**config.mk**
```make
export PLATFORM = sky130hd
export DESIGN_NAME = aes256_gcm_block_encrypt_flat
export DESIGN_NICKNAME = d
export VERILOG_FILES = /design/src/rtl/agcm_pkg.sv /design/src/rtl/agcm_if.sv /design/src/rtl/agcm_ram.sv /design/src/rtl/agcm_ghash.sv /design/src/rtl/aes256_gcm_block_encrypt.sv /design/src/flat_wrapper.sv
export SDC_FILE = /design/constraint.sdc
export NUM_CORES = 1
export LEC_CHECK = 0
export BUFFER_PORTS_ARGS = -buffer_cell sky130_fd_sc_hd__buf_2
export CAP_MARGIN = 0
export CORE_MARGIN = 8
export CORE_UTILIZATION = 25
export CTS_BUF_LIST = sky130_fd_sc_hd__clkbuf_16
export DETAILED_ROUTE_END_ITERATION = 7
export PLACE_DENSITY = 0.71
export SLEW_MARGIN = 15
export SYNTH_ARGS = -nofsm -noshare
export SYNTH_HDL_FRONTEND = slang
export SYNTH_SLANG_ARGS = --single-unit
export TNS_END_PERCENT = 30
```
**constraint.sdc**
```tcl
create_clock -name clk -period 1.5 [get_ports clk]
set_input_delay 0.375 -clock clk [delete_from_list [all_inputs] [get_ports clk]]
set_output_delay 0.375 -clock clk [all_outputs]
set_load 0.005 [all_outputs]
```
**src/rtl/agcm_pkg.sv**
```systemverilog
package agcm_pkg;

  typedef enum logic [1:0] {
    OP_LOAD_KEY = 2'd0,
    OP_START    = 2'd1,
    OP_ENCRYPT  = 2'd2,
    OP_NONE     = 2'd3
  } op_t;

  typedef enum logic [1:0] {
    CFG_HASH_KEY_HIGH = 2'd0,
    CFG_HASH_KEY_LOW  = 2'd1,
    CFG_IV_HIGH       = 2'd2,
    CFG_IV_LOW        = 2'd3
  } cfg_idx_t;

  localparam int unsigned KEY_WORDS = 60;
  localparam int unsigned KEY_IDX_W = 6;
  localparam logic [7:0] GF_REDUCE = 8'hE1;

  typedef struct packed {
    logic [1:0]  op;
    logic [5:0]  key_index;
    logic [31:0] key_word;
    logic [31:0] counter_value;
    logic [63:0] data_high;
    logic [63:0] data_low;
  } in_beat_t;

  typedef struct packed {
    logic [63:0] cipher_high;
    logic [63:0] cipher_low;
    logic [63:0] hash_high;
    logic [63:0] hash_low;
  } out_beat_t;

  function automatic logic [7:0] sbox(input logic [7:0] a);
    logic [7:0] t [256];
    t = '{
      8'h63,8'h7c,8'h77,8'h7b,8'hf2,8'h6b,8'h6f,8'hc5,8'h30,8'h01,8'h67,8'h2b,8'hfe,8'hd7,8'hab,8'h76,
      8'hca,8'h82,8'hc9,8'h7d,8'hfa,8'h59,8'h47,8'hf0,8'had,8'hd4,8'ha2,8'haf,8'h9c,8'ha4,8'h72,8'hc0,
      8'hb7,8'hfd,8'h93,8'h26,8'h36,8'h3f,8'hf7,8'hcc,8'h34,8'ha5,8'he5,8'hf1,8'h71,8'hd8,8'h31,8'h15,
      8'h04,8'hc7,8'h23,8'hc3,8'h18,8'h96,8'h05,8'h9a,8'h07,8'h12,8'h80,8'he2,8'heb,8'h27,8'hb2,8'h75,
      8'h09,8'h83,8'h2c,8'h1a,8'h1b,8'h6e,8'h5a,8'ha0,8'h52,8'h3b,8'hd6,8'hb3,8'h29,8'he3,8'h2f,8'h84,
      8'h53,8'hd1,8'h00,8'hed,8'h20,8'hfc,8'hb1,8'h5b,8'h6a,8'hcb,8'hbe,8'h39,8'h4a,8'h4c,8'h58,8'hcf,
      8'hd0,8'hef,8'haa,8'hfb,8'h43,8'h4d,8'h33,8'h85,8'h45,8'hf9,8'h02,8'h7f,8'h50,8'h3c,8'h9f,8'ha8,
      8'h51,8'ha3,8'h40,8'h8f,8'h92,8'h9d,8'h38,8'hf5,8'hbc,8'hb6,8'hda,8'h21,8'h10,8'hff,8'hf3,8'hd2,
      8'hcd,8'h0c,8'h13,8'hec,8'h5f,8'h97,8'h44,8'h17,8'hc4,8'ha7,8'h7e,8'h3d,8'h64,8'h5d,8'h19,8'h73,
      8'h60,8'h81,8'h4f,8'hdc,8'h22,8'h2a,8'h90,8'h88,8'h46,8'hee,8'hb8,8'h14,8'hde,8'h5e,8'h0b,8'hdb,
      8'he0,8'h32,8'h3a,8'h0a,8'h49,8'h06,8'h24,8'h5c,8'hc2,8'hd3,8'hac,8'h62,8'h91,8'h95,8'he4,8'h79,
      8'he7,8'hc8,8'h37,8'h6d,8'h8d,8'hd5,8'h4e,8'ha9,8'h6c,8'h56,8'hf4,8'hea,8'h65,8'h7a,8'hae,8'h08,
      8'hba,8'h78,8'h25,8'h2e,8'h1c,8'ha6,8'hb4,8'hc6,8'he8,8'hdd,8'h74,8'h1f,8'h4b,8'hbd,8'h8b,8'h8a,
      8'h70,8'h3e,8'hb5,8'h66,8'h48,8'h03,8'hf6,8'h0e,8'h61,8'h35,8'h57,8'hb9,8'h86,8'hc1,8'h1d,8'h9e,
      8'he1,8'hf8,8'h98,8'h11,8'h69,8'hd9,8'h8e,8'h94,8'h9b,8'h1e,8'h87,8'he9,8'hce,8'h55,8'h28,8'hdf,
      8'h8c,8'ha1,8'h89,8'h0d,8'hbf,8'he6,8'h42,8'h68,8'h41,8'h99,8'h2d,8'h0f,8'hb0,8'h54,8'hbb,8'h16
    };
    return t[a];
  endfunction

  function automatic logic [7:0] xtime(input logic [7:0] a);
    return {a[6:0], 1'b0} ^ (a[7] ? 8'h1b : 8'h00);
  endfunction

  // state byte j sits at bits [127-8j -: 8]
  function automatic logic [127:0] sub_shift(input logic [127:0] s);
    logic [127:0] t;
    for (int c = 0; c < 4; c++) begin
      for (int r = 0; r < 4; r++) begin
        t[127 - 8 * (r + 4 * c) -: 8] = sbox(s[127 - 8 * (r + 4 * ((c + r) % 4)) -: 8]);
      end
    end
    return t;
  endfunction

  function automatic logic [127:0] mix_columns(input logic [127:0] s);
    logic [127:0] t;
    logic [7:0] a0, a1, a2, a3, al;
    for (int c = 0; c < 4; c++) begin
      a0 = s[127 - 32 * c -: 8];
      a1 = s[119 - 32 * c -: 8];
      a2 = s[111 - 32 * c -: 8];
      a3 = s[103 - 32 * c -: 8];
      al = a0 ^ a1 ^ a2 ^ a3;
      t[127 - 32 * c -: 8] = a0 ^ al ^ xtime(a0 ^ a1);
      t[119 - 32 * c -: 8] = a1 ^ al ^ xtime(a1 ^ a2);
      t[111 - 32 * c -: 8] = a2 ^ al ^ xtime(a2 ^ a3);
      t[103 - 32 * c -: 8] = a3 ^ al ^ xtime(a3 ^ a0);
    end
    return t;
  endfunction

  // key word byte order is little-endian within the column
  function automatic logic [31:0] key_col(input logic [31:0] w);
    return {w[7:0], w[15:8], w[23:16], w[31:24]};
  endfunction

endpackage

```
**src/rtl/agcm_if.sv**
```systemverilog
interface agcm_if #(
  parameter type T = logic
);
  logic valid;
  logic ready;
  T     data;
  modport source (output valid, output data, input ready);
  modport sink (input valid, input data, output ready);
endinterface

```
**src/rtl/agcm_ram.sv**
```systemverilog
module agcm_ram #(
  parameter int unsigned WIDTH = 32,
  parameter int unsigned DEPTH = 64
) (
  input  logic                     clk,
  input  logic                     we,
  input  logic [$clog2(DEPTH)-1:0] waddr,
  input  logic [WIDTH-1:0]         wdata,
  input  logic [$clog2(DEPTH)-1:0] raddr,
  output logic [WIDTH-1:0]         rdata
);
  logic [WIDTH-1:0] mem [DEPTH];

  always_ff @(posedge clk) begin
    if (we) begin
      mem[waddr] <= wdata;
    end
    rdata <= mem[raddr];
  end
endmodule

```
**src/rtl/agcm_ghash.sv**
```systemverilog
// bit-serial gf(2^128) multiply, 8 bits per cycle
module agcm_ghash (
  input  logic         clk,
  input  logic         rst_n,
  input  logic         start,
  input  logic [127:0] x,
  input  logic [127:0] h,
  output logic         done,
  output logic [127:0] z
);
  logic [127:0] z_r, z_nxt, v_r, v_nxt, x_r, x_nxt;
  logic [3:0]   cnt_r;
  logic         busy_r, done_r;

  always_comb begin
    z_nxt = z_r;
    v_nxt = v_r;
    x_nxt = x_r;
    for (int i = 0; i < 8; i++) begin
      if (x_nxt[127]) begin
        z_nxt = z_nxt ^ v_nxt;
      end
      v_nxt = {1'b0, v_nxt[127:1]} ^ (v_nxt[0] ? {agcm_pkg::GF_REDUCE, 120'd0} : 128'd0);
      x_nxt = {x_nxt[126:0], 1'b0};
    end
  end

  always_ff @(posedge clk) begin
    if (!rst_n) begin
      busy_r <= 1'b0;
      done_r <= 1'b0;
      cnt_r  <= '0;
    end else begin
      done_r <= 1'b0;
      if (start) begin
        busy_r <= 1'b1;
        cnt_r  <= '0;
      end else if (busy_r) begin
        cnt_r <= cnt_r + 4'd1;
        if (cnt_r == 4'd15) begin
          busy_r <= 1'b0;
          done_r <= 1'b1;
        end
      end
    end
    if (start) begin
      z_r <= '0;
      v_r <= h;
      x_r <= x;
    end else if (busy_r) begin
      z_r <= z_nxt;
      v_r <= v_nxt;
      x_r <= x_nxt;
    end
  end

  assign done = done_r;
  assign z    = z_r;
endmodule

```
**src/rtl/aes256_gcm_block_encrypt.sv**
```systemverilog
// encrypt beat: the round steps read one key store word a cycle, then S_HASH starts ghash,
// S_WAIT waits for ghash done and S_OUT loads the result register; the next beat is accepted
// only back in S_IDLE, after the result register has taken this one, and S_OUT holds while
// the result register still holds an unaccepted beat
// key load and start beats are taken while idle and leave the block idle
// synchronous active-low reset clears counter, ghash accumulator, config and control, not keys
module aes256_gcm_block_encrypt #(
  parameter int unsigned AES_ROUNDS = 14
) (
  input  logic        clk,
  input  logic        rst_n,
  input  logic        cfg_we,
  input  logic [1:0]  cfg_index,
  input  logic [63:0] cfg_data,
  agcm_if.sink        in_ch,
  agcm_if.source      out_ch
);
  localparam int unsigned NWORDS = 4 * (AES_ROUNDS + 1);

  typedef enum logic [2:0] {S_IDLE, S_KEY, S_HASH, S_WAIT, S_OUT} state_t;

  state_t       state_r;
  logic [63:0]  hkh_r, hkl_r, ivh_r;
  logic [31:0]  ivl_r, ctr_r;
  logic [127:0] acc_r, st_r, pt_r, ct_r, round_key;
  logic [95:0]  rk_r;
  logic [5:0]   rd_addr_r;
  logic [5:0]   word_r;
  logic [31:0]  rdata;
  logic         gh_start, gh_done;
  logic [127:0] gh_z, rnd;
  logic         out_valid_r, ob_load;
  agcm_pkg::in_beat_t  ib;
  agcm_pkg::out_beat_t ob_r;

  assign ib = in_ch.data;
  assign in_ch.ready = (state_r == S_IDLE);
  assign out_ch.valid = out_valid_r;
  assign out_ch.data  = ob_r;

  // result register takes a new beat once it is empty or being drained
  assign ob_load = (state_r == S_OUT) && (!out_valid_r || out_ch.ready);

  always_ff @(posedge clk) begin
    if (!rst_n) begin
      hkh_r <= '0; hkl_r <= '0; ivh_r <= '0; ivl_r <= '0;
    end else if (cfg_we) begin
      unique case (agcm_pkg::cfg_idx_t'(cfg_index))
        agcm_pkg::CFG_HASH_KEY_HIGH: hkh_r <= cfg_data;
        agcm_pkg::CFG_HASH_KEY_LOW:  hkl_r <= cfg_data;
        agcm_pkg::CFG_IV_HIGH:       ivh_r <= cfg_data;
        agcm_pkg::CFG_IV_LOW:        ivl_r <= cfg_data[31:0];
        default: ;
      endcase
    end
  end

  logic key_we;
  assign key_we = in_ch.valid && in_ch.ready && ib.op == agcm_pkg::OP_LOAD_KEY
                  && ib.key_index < 6'(agcm_pkg::KEY_WORDS);

  agcm_ram #(.WIDTH(32), .DEPTH(agcm_pkg::KEY_WORDS)) u_keys (
    .clk(clk), .we(key_we), .waddr(ib.key_index), .wdata(ib.key_word),
    .raddr(rd_addr_r), .rdata(rdata)
  );

  assign round_key = {rk_r, agcm_pkg::key_col(rdata)};

  // word_r counts read data arriving; on each 4th word a round key is complete
  logic [5:0] rnum;
  assign rnum = word_r >> 2;
  always_comb begin
    if (rnum == 6'd0) begin
      rnd = st_r ^ round_key;
    end else if (rnum == 6'(AES_ROUNDS)) begin
      rnd = agcm_pkg::sub_shift(st_r) ^ round_key;
    end else begin
      rnd = agcm_pkg::mix_columns(agcm_pkg::sub_shift(st_r)) ^ round_key;
    end
  end

  assign gh_start = (state_r == S_HASH);

  agcm_ghash u_ghash (
    .clk(clk), .rst_n(rst_n), .start(gh_start), .x(acc_r ^ ct_r),
    .h({hkh_r, hkl_r}), .done(gh_done), .z(gh_z)
  );

  always_ff @(posedge clk) begin
    if (!rst_n) begin
      state_r     <= S_IDLE;
      ctr_r       <= '0;
      acc_r       <= '0;
      rd_addr_r   <= '0;
      word_r      <= '0;
      out_valid_r <= 1'b0;
    end else begin
      if (ob_load) begin
        out_valid_r <= 1'b1;
      end else if (out_ch.ready) begin
        out_valid_r <= 1'b0;
      end
      unique case (state_r)
        S_IDLE: begin
          // word 0 is read while idle, so it is ready in the first round cycle
          if (in_ch.valid) begin
            if (ib.op == agcm_pkg::OP_START) begin
              ctr_r <= ib.counter_value;
              acc_r <= {ib.data_high, ib.data_low};
            end else if (ib.op == agcm_pkg::OP_ENCRYPT) begin
              st_r      <= {ivh_r, ivl_r, ctr_r};
              pt_r      <= {ib.data_high, ib.data_low};
              rd_addr_r <= 6'd1;
              word_r    <= '0;
              state_r   <= S_KEY;
            end
          end
        end
        S_KEY: begin
          if (rd_addr_r != 6'(NWORDS - 1)) begin
            rd_addr_r <= rd_addr_r + 6'd1;
          end
          rk_r   <= {rk_r[63:0], agcm_pkg::key_col(rdata)};
          word_r <= word_r + 6'd1;
          if (word_r[1:0] == 2'd3) begin
            st_r <= rnd;
            if (rnum == 6'(AES_ROUNDS)) begin
              ct_r    <= rnd ^ pt_r;
              state_r <= S_HASH;
            end
          end
        end
        S_HASH: begin
          rd_addr_r <= '0;
          state_r   <= S_WAIT;
        end
        S_WAIT: begin
          if (gh_done) begin
            acc_r   <= gh_z;
            ctr_r   <= ctr_r + 32'd1;
            state_r <= S_OUT;
          end
        end
        S_OUT: begin
          if (ob_load) begin
            ob_r    <= {ct_r, acc_r};
            state_r <= S_IDLE;
          end
        end
        default: state_r <= S_IDLE;
      endcase
    end
  end
endmodule
```
**src/flat_wrapper.sv**
```systemverilog
// flat-port wrapper written by rule: the top's interface ports become plain ports
module aes256_gcm_block_encrypt_flat 
#(
  parameter int unsigned AES_ROUNDS = 14
)
  (clk, rst_n, cfg_we, cfg_index, cfg_data, in_ch_valid, in_ch_data, in_ch_ready, out_ch_valid, out_ch_data, out_ch_ready);
  agcm_if in_ch_i ();
  agcm_if out_ch_i ();
  input  logic clk;
  input  logic rst_n;
  input  logic cfg_we;
  input  logic [1:0] cfg_index;
  input  logic [63:0] cfg_data;
  input wire logic [$bits(in_ch_i.valid)-1:0] in_ch_valid;
  input wire logic [$bits(in_ch_i.data)-1:0] in_ch_data;
  output wire logic [$bits(in_ch_i.ready)-1:0] in_ch_ready;
  output wire logic [$bits(out_ch_i.valid)-1:0] out_ch_valid;
  output wire logic [$bits(out_ch_i.data)-1:0] out_ch_data;
  input wire logic [$bits(out_ch_i.ready)-1:0] out_ch_ready;
  assign in_ch_i.valid = in_ch_valid;
  assign in_ch_i.data = in_ch_data;
  assign in_ch_ready = in_ch_i.ready;
  assign out_ch_valid = out_ch_i.valid;
  assign out_ch_data = out_ch_i.data;
  assign out_ch_i.ready = out_ch_ready;
  aes256_gcm_block_encrypt #(.AES_ROUNDS(AES_ROUNDS)) u_core (.clk(clk), .rst_n(rst_n), .cfg_we(cfg_we), .cfg_index(cfg_index), .cfg_data(cfg_data), .in_ch(in_ch_i), .out_ch(out_ch_i));
endmodule
```
==> results of run 1 <==
sequential cells by signal, summed over array words and instances, names as in the netlist:
name                   count
u_core.state_r             3
u_core.word_r              6
u_core.out_ch.valid        1
u_core.u_ghash.cnt_r       4
u_core.u_ghash.done        1
u_core.u_ghash.busy_r      1
layout by cell type (no fill, tap or decap), drive strengths merged, types with 3 or more instances in the layout:
master / n
nand2: 8
dfxtp: 16
xor2: 4
nor2: 4
clkbuf: 3
nand2b: 5
mux2i: 5
nor2b: 5
buf: 4
area by class of cell:
type,count,area [sq um],share of cell area
Clock buffer,3,75.1,0.0889
Timing Repair Buffer,4,20.0,0.0237
Multi-Input combinational cell,56,387,0.458
Tap cell,31,38.8,0.0459
Clock inverter,1,3.75,0.00444
Sequential cell,16,320,0.379
metrics by stage:
stage               worst slack [ns]  utilization
global route                   0.103        0.306
CTS                            0.150        0.306
global placement               0.315        0.278
finish                         0.155        0.306
floorplan                      0.352            -
detailed placement             0.252        0.278
routing by layer:
metal	routed length (um)	part of all wire
met4	36	0.030
met5	0	0
met2	586	0.49
met1	530	0.45
met3	38	0.032
critical path, stage by stage (launching register included):
cell and delay [ns]:
dfxtp_1 0.36, nor3_1 0.22, buf_2 0.15
worst paths after layout:
path / start / end / slack, ns
worst max register to register: u_core.word_r[0] / u_core.word_r[4] / 0.25
worst min-delay path: u_core.word_r[5] / u_core.word_r[5] / 0.47
worst max-delay path: u_core.state_r[2] / in_ch_ready / 0.15
worst min register to register: u_core.word_r[5] / u_core.word_r[5] / 0.47
cells by family after synthesis:
family | count (synthesis)
compound gates | 7
buf+inv | 2
fa+ha+maj | 2
flops | 16
other cells | 1
mux | 5
simple gates | 36
xor+xnor | 5
report_power, final:
group / leakage [uW] / internal [uW] / switching (uW)
clock: 0.0000385 / 353 / 158
sequential: 0.000129 / 426 / 0.0000000000824
combinational: 0.000182 / 4.82 / 9.18
total: 0.000349 / 784 / 167
==> summary.txt, run 1 <==
Run status
  • Outcome: finished, final reports clean

Layout
  • Post-Layout Cell Count: 111
  • N_diodes: 0
  • Final Cell Area: 845 sq um
  • Share of layout cells above drive strength 1: 0.125
  • Fillers: 291
  • Final #Nets: 155
  • Area Overhead vs Synth: 17.4%

Route
  • Via/cell ratio: 4.54
  • Vias: 504
  • Final WL: 1190 um
  • Average wire per standard cell: 10.7 um
  • TritonRoute pass-1 iters: 4
  • First-iteration detailed-routing DRC count: 10
  • Post-DRT Antenna Nets: 0
  • Drt drc: 0

Worst setup path
  • WS Path Type: reg2out
  • Worst Path Required: 1.12 ns
  • Cells on worst reg2reg path: 4
  • Worst Setup Start Kind: flip-flop
  • CP Capture Type: output pin
  • Worst path arrival time: 0.97 ns
  • Crit path max fanout: 6

STA
  • RSZ-0062 raised after global routing: false
  • Slew Viols, Final: 0
  • FMAX: 743 MHz
  • Hold Fails Final Rpt: 0
  • Final setup vio count: 0
  • Skew final: 0.000626 ns
  • Tmin final: 1.35 ns
  • Post-route clock period utilization: 0.897
  • Setup TNS: 0 ns
  • Worst hold slack: 0.470 ns

Power and ir drop
  • Lkg Pwr: 0.000349 uW
  • Peak VDD IR: 0.534 mV
  • Design Power: 951 uW
  • Cell Pwr Density: 1130 nW/um^2

Logic synthesis
  • Yosys warning count: 0
  • Async set or reset register ratio after synthesis: 0
  • Post-synthesis cell area: 719 sq um
  • Area contributors post-synth: dfxtp_1, mux2i_1, xor2_1, nand2b_1, nor2b_1
  • Most common library cells after synthesis: dfxtp_1, nand2_1, mux2i_1, nand2b_1, nor2b_1
  • Post-synthesis mux area share: 0.0696
  • Avg Inst Size Synth: 9.72 sq um
  • Distinct cells, synth: 26
  • Compound-Gate Fraction of Synth Area: 0.0696
  • Post-synth top area cell: dfxtp_1
  • Post-Synth XOR/XNOR Area: 0.0609
  • Main combinational cell family by area after synthesis: simple AND/OR/NAND/NOR gates
  • #FFs+latches synth: 16
  • Ys flop type: dfxtp_1
  • Post-synth EDFFs: 0
  • Most frequent cell after synthesis: dfxtp_1
  • Simple-gate portion of the synthesized area: 0.297
  • Post-synthesis sequential area ratio: 0.445
  • Adder-cell share of the synthesized area: 0.0348
  • Syn Inst Count: 74
  • Synthesized net count: 148
  • Post-synth top area share: 0.445

GRT
  • Met1 global-route usage: 0.0582
  • Initial antenna violation count: 0
  • Number of global-route vias before repair: 553
  • Met2 usage: 0.0902
  • Global-route wire length before repair: 2240 um
  • GRT Max-Usage Layer: met2
  • Largest net degree at the start of global routing: 15
  • Total global routing overflow: 0
  • GR Util All Layers: 0.0562
  • Global Route met3 Usage: 0.0186

Run
  • Max_cap viols: 0

CTS
  • Clock Latency Late Sink: 0.24 ns
  • CTS Buffer Depth: 2
  • CTS buffer count: 3
  • Clock transition at the registers of the reported paths: 0.05 ns
  • H-Tree Depth: 1
  • Total setup buffers inserted after CTS: 0
  • TritonCTS Sinks: 16
  • Clock root buffer: clkbuf_16
  • Cts repair resizes: 0
  • CTS tree: built
  • Hold_buf cts: 0

Die
  • Die ar.: 4850 sq um
  • # rows: 19
  • Initial Util: 0.261
  • Die width: 69.6 um
  • Placeable Area: 2760 sq um
  • IO Pins: 75
  • Die Y: 69.6 um

Placement
  • DP HPWL: 924 um
  • Placer Congestion: 0.731
  • Dpl cell area: 766 sq um
  • Port-buffer cells: 4
  • Placed instance count: 107

Worst hold path
  • Hold WC Path Type: reg2reg
  • WHS Path Cells: 2
No activity file was read; power rests on OpenSTA's default activity.
==> run 2: changes to the inputs <==
--- a/config.mk
+++ b/config.mk
@@ -5,7 +5,7 @@
 export SDC_FILE = /design/constraint.sdc
 export NUM_CORES = 1
 export LEC_CHECK = 0
-export BUFFER_PORTS_ARGS = -buffer_cell sky130_fd_sc_hd__buf_2
+export BUFFER_PORTS_ARGS = -buffer_cell sky130_fd_sc_hd__clkbuf_2
 export CAP_MARGIN = 0
 export CORE_MARGIN = 8
 export CORE_UTILIZATION = 25
==> run 2 against run 1 <==
Compared with the run above:
- via count fell by 2.4%
- register-to-register slack improved by 0.02 ns
- largest cell class unchanged
- count of clock-buffer cells in the layout unchanged
- die area unchanged
- setup slack better by 0.0093 ns
- sequential share of layout area unchanged
- non-clock buffer count stayed put
- power is essentially flat
- global-route usage down 0.41 points
==> summary.txt, run 2 (synthesized netlist as in run 1, its figures left out) <==
Run status
  • Outcome: finished, final reports clean

Route
  • Vias: 492 (-2.4%)
  • First-iteration detailed-routing DRC count: 4 (-6)
  • Post-DRT Antenna Nets: 0 (unchanged)
  • Final WL: 1240 um (+3.9%)
  • Via/cell ratio: 4.43 (-2.4%)
  • TritonRoute pass-1 iters: 4 (unchanged)
  • Drt drc: 0 (unchanged)
  • Average wire per standard cell: 11.2 um (+3.9%)

GRT
  • Total global routing overflow: 0 (unchanged)
  • Largest net degree at the start of global routing: 15 (unchanged)
  • Initial antenna violation count: 0 (unchanged)
  • Number of global-route vias before repair: 484 (-12%)
  • GR Util All Layers: 0.0521 (-0.00409)
  • Global-route wire length before repair: 2090 um (-6.8%)

STA
  • Final setup vio count: 0 (unchanged)
  • Setup TNS: 0 ns (unchanged)
  • Hold Fails Final Rpt: 0 (unchanged)
  • FMAX: 749 MHz (+0.70%)
  • RSZ-0062 raised after global routing: false
  • Worst hold slack: 0.467 ns (-0.00289 ns)
  • Slew Viols, Final: 0 (unchanged)
  • Skew final: 0.00413 ns (+0.00350 ns)
  • Post-route clock period utilization: 0.891 (-0.00621)
  • Tmin final: 1.34 ns (-0.00932 ns)

Layout
  • Most flop-heavy register: u_core.word_r
  • Final #Nets: 155 (unchanged)
  • Most common cell after layout, fill and taps aside: dfxtp_1
  • Final Util: 0.306 (unchanged)
  • Max FFs per register: 6 (unchanged)
  • N_diodes: 0 (unchanged)
  • Commonest cells after routing, fill and taps aside: dfxtp_1, nand2_1, mux2i_1, nor2b_1, nand2b_1
  • Final Cell Area: 845 sq um (unchanged)
  • Area Overhead vs Synth: 17.4% (unchanged)
  • Share of layout cells above drive strength 1: 0.125 (unchanged)
  • Post-Layout Cell Count: 111 (unchanged)
  • Fillers: 298 (+2.4%)
  • Top flop regs: u_core.word_r (6), u_core.u_ghash.cnt_r (4), u_core.state_r (3)

Placement
  • Placer Congestion: 0.696 (-4.7%)
  • Dpl cell area: 766 sq um (unchanged)
  • Placed instance count: 107 (unchanged)
  • Port-buffer cells: 4 (unchanged)
  • DP HPWL: 897 um (-3.0%)

CTS
  • Clock Latency Late Sink: 0.24 ns (about the same)
  • Clock root buffer: clkbuf_16
  • CTS Buffer Depth: 2 (unchanged)
  • Total setup buffers inserted after CTS: 0 (unchanged)
  • Hold_buf cts: 0 (unchanged)
  • H-Tree Depth: 1 (unchanged)
  • TritonCTS Sinks: 16 (unchanged)
  • Clock transition at the registers of the reported paths: 0.05 ns (about the same)
  • CTS tree: built
  • CTS buffer count: 3 (unchanged)
  • Cts repair resizes: 0 (unchanged)

Power and ir drop
  • Peak VDD IR: 0.647 mV (+21%)
  • Lkg Pwr: 0.000350 uW (+0.25%)
  • Cell Pwr Density: 1130 nW/um^2 (about the same)

Die
  • Placeable Area: 2760 sq um (unchanged)
  • Die ar.: 4850 sq um (unchanged)
  • Initial Util: 0.261 (unchanged)
  • # rows: 19 (unchanged)
  • IO Pins: 75 (unchanged)
  • Die width: 69.6 um (unchanged)
  • Die Y: 69.6 um (unchanged)

Worst setup path
  • Max stage delay cell, worst path: dfxtp_1
  • Crit path max fanout: 6 (unchanged)
  • CP cell instances: nor3_1 > clkbuf_2
  • Worst Path Required: 1.12 ns (about the same)
  • Slowest stage delay, CP: 0.37 ns (about the same)
  • Worst path arrival time: 0.96 ns (about the same)
  • CP Capture Type: output pin
  • WS Path Type: reg2out
  • Worst Setup Start Kind: flip-flop

Run
  • Max_cap viols: 0 (unchanged)

Worst hold path
  • Hold WC Path Type: in2reg
[run 2: power breakdown]
group | leakage (uW) | switching (uW) | internal (uW) | total (uW)
clock network | 0.0000385 | 159 | 353 | 512
registers | 0.000129 | 0.0000000000826 | 426 | 426
logic | 0.000183 | 9.15 | 4.80 | 13.9
total | 0.000350 | 168 | 784 | 952
[run 2: through the flow]
stage	power (uW)	setup WS, ns
6_report	952	0.164
5_1_grt	982	0.0745
3_5_place_dp	448	0.270
3_3_place_gp	448	0.316
4_1_cts	964	0.160
2_1_floorplan	446	0.352
[run 2: worst paths after layout]
| path | startpoint | to | slack, ns | cells past startpoint |
|---|---|---|---|---|
| hold / removal | out_ch_ready | u_core.out_ch.valid | 0.47 | 3 |
| setup reg to reg | u_core.word_r[0] | u_core.word_r[4] | 0.27 | 4 |
| setup / recovery | u_core.state_r[2] | in_ch_ready | 0.16 | 2 |
| hold reg to reg | u_core.u_ghash.cnt_r[3] | u_core.u_ghash.done | 0.47 | 2 |
[run 2: routing by layer]
layer / share of wire / vias to the layer above / routed length, um / track usage
li1: - / 264 / - / -
met2: 0.46 / 8 / 565 / 0.0830
met1: 0.47 / 215 / 584 / 0.0548
met4: 0.019 / 0 / 23 / 0.0268
met5: 0 / - / 0 / 0
met3: 0.053 / 5 / 65 / 0.0272
[run 2: critical path, delay by kind of cell, from the launching register on]
kind,cells,cell delay [ns]
DFF,1,0.37
and+or+nand+nor,1,0.20
buffers and inverters,1,0.14
[run 2: final cells by class]
cell class,count,area (sq um),area share
repair buffers,4,20.0,0.0237
clock inverters,1,3.75,0.00444
flip-flops and latches,16,320,0.379
clock buffers,3,75.1,0.0889
well taps,31,38.8,0.0459
multi-input cells,56,387,0.458
==> run 3: changes to the inputs <==
--- a/config.mk
+++ b/config.mk
@@ -11,6 +11,7 @@
 export CORE_UTILIZATION = 25
 export CTS_BUF_LIST = sky130_fd_sc_hd__clkbuf_16
 export DETAILED_ROUTE_END_ITERATION = 7
+export MAX_ROUTING_LAYER = met4
 export PLACE_DENSITY = 0.71
 export SLEW_MARGIN = 15
 export SYNTH_ARGS = -nofsm -noshare
==> run 3 against run 2 <==
Compared with the run above:
- setup slack improved by 0.00056 ns
- hold slack barely moved
- register-to-register slack barely moved
- combinational power barely moved
- power barely moved
- clock power barely moved
- core utilization did not move
- largest cell class unchanged
- largest power group unchanged
==> summary.txt, run 3 (synthesized netlist as in run 1, its figures left out) <==
Layout
  • Max FFs per register: 6 (unchanged)
  • Share of layout cells above drive strength 1: 0.125 (unchanged)
  • Most common cell after layout, fill and taps aside: dfxtp_1
  • Area Overhead vs Synth: 17.4% (unchanged)
  • Final #Nets: 155 (unchanged)
  • N_diodes: 0 (unchanged)
  • Fillers: 298 (unchanged)
  • Register area: 320 sq um (unchanged)
  • Commonest cells after routing, fill and taps aside: dfxtp_1, nand2_1, mux2i_1, nor2b_1, nand2b_1
  • Most flop-heavy register: u_core.word_r
  • Multi-input logic area: 387 sq um (unchanged)
  • Top flop regs: u_core.word_r (6), u_core.u_ghash.cnt_r (4), u_core.state_r (3)

CTS
  • Hold_buf cts: 0 (unchanged)
  • CTS tree: built
  • Cts repair resizes: 0 (unchanged)
  • TritonCTS Sinks: 16 (unchanged)
  • Clock Latency Late Sink: 0.24 ns (about the same)
  • Total setup buffers inserted after CTS: 0 (unchanged)
  • CTS buffer count: 3 (unchanged)
  • H-Tree Depth: 1 (unchanged)
  • Clock root buffer: clkbuf_16
  • Clock transition at the registers of the reported paths: 0.05 ns (about the same)
  • CTS Buffer Depth: 2 (unchanged)

GRT
  • Initial antenna violation count: 0 (unchanged)
  • Global-route wire length before repair: 2100 um (+0.67%)
  • Total global routing overflow: 0 (unchanged)
  • GR Util All Layers: 0.0538 (+0.00169)
  • Number of global-route vias before repair: 481 (-0.62%)
  • Largest net degree at the start of global routing: 15 (unchanged)

Die
  • Die width: 69.6 um (unchanged)
  • # rows: 19 (unchanged)
  • Die Y: 69.6 um (unchanged)
  • IO Pins: 75 (unchanged)
  • Placeable Area: 2760 sq um (unchanged)
  • Die ar.: 4850 sq um (unchanged)
  • Initial Util: 0.261 (unchanged)

Worst setup path
  • Reg2reg setup slack: 0.27 ns (about the same)
  • Worst Setup Start Kind: flip-flop
  • Crit path max fanout: 6 (unchanged)
  • Slowest stage delay, CP: 0.37 ns (about the same)
  • CP Capture Type: output pin
  • Worst path arrival time: 0.96 ns (about the same)
  • Critical path buffers and inverters: 1 (unchanged)
  • Worst Path Required: 1.12 ns (about the same)
  • WS Path Type: reg2out
  • Max stage delay cell, worst path: dfxtp_1
  • CP cell instances: nor3_1 > clkbuf_2
  • Crit-path leading delay family: flip-flops

Power and ir drop
  • Peak VDD IR: 0.647 mV (about the same)
  • Design Power: 952 uW (about the same)
  • Cell Pwr Density: 1130 nW/um^2 (about the same)
  • Lkg Pwr: 0.000350 uW (unchanged)

STA
  • Hold Fails Final Rpt: 0 (unchanged)
  • Skew final: 0.00412 ns (-0.0000119 ns)
  • FMAX: 749 MHz (about the same)
  • Tmin final: 1.34 ns (-0.000559 ns)
  • Setup TNS: 0 ns (unchanged)
  • RSZ-0062 raised after global routing: false
  • Final setup vio count: 0 (unchanged)
  • Slew Viols, Final: 0 (unchanged)
  • Post-route clock period utilization: 0.890 (about the same)

Placement
  • Port-buffer cells: 4 (unchanged)
  • Placer Congestion: 0.704 (+1.1%)
  • DP HPWL: 897 um (unchanged)

Route
  • TritonRoute pass-1 iters: 4 (unchanged)
  • First-iteration detailed-routing DRC count: 4 (unchanged)
  • Post-DRT Antenna Nets: 0 (unchanged)
  • Average wire per standard cell: 11.1 um (about the same)
  • Vias: 493 (+0.20%)
  • Drt drc: 0 (unchanged)
  • Via/cell ratio: 4.44 (+0.20%)
  • Final WL: 1240 um (about the same)

Worst hold path
  • Hold WC Path Type: in2reg

Run
  • Max_cap viols: 0 (unchanged)

Run status
  • Outcome: finished, final reports clean
## run 3: layer usage
layer	wire, um	vias up	GRT usage
li1	-	264	-
met4	23	0	0.0268
met2	563	8	0.0830
met1	584	216	0.0556
met5	0	-	-
met3	65	5	0.0272
## run 3: tightest hold or removal path: stages
cell and delay (ns):
clkbuf_2 0.07, nor2b_1 0.04, o21a_1 0.17
## run 3: area by class of cell
class	count	share of cell area
clock buffers	3	0.0889
repair buffers	4	0.0237
clock inverters	1	0.00444
flip-flops and latches	16	0.379
well taps	31	0.0459
multi-input cells	56	0.458
## run 3: where the power goes
| part | internal (uW) | total (uW) | leakage, uW | switching (uW) |
|---|---|---|---|---|
| sequential | 426 | 426 | 0.000129 | 0.0000000000826 |
| clock | 353 | 512 | 0.0000385 | 159 |
| combinational | 4.80 | 13.9 | 0.000183 | 9.13 |
## run 3: per-stage QoR
step           utilization  area, sq um  hold slack, ns  instances  setup slack, ns
4_1_cts              0.306          845           0.468        111            0.160
2_1_floorplan            -          719           0.442         74            0.352
6_report             0.306          845           0.468        111            0.165
3_3_place_gp         0.278          766           0.455        107            0.316
3_5_place_dp         0.278          766           0.470        107            0.270
5_1_grt              0.306          845           0.476        111           0.0744
## run 3: path summary, 6_finish.rpt
kind	endpoint	startpoint	cells past startpoint
max	in_ch_ready	u_core.state_r[2]	2
min	u_core.out_ch.valid	out_ch_ready	3
min reg2reg	u_core.u_ghash.done	u_core.u_ghash.cnt_r[3]	2
max reg2reg	u_core.word_r[4]	u_core.word_r[0]	4
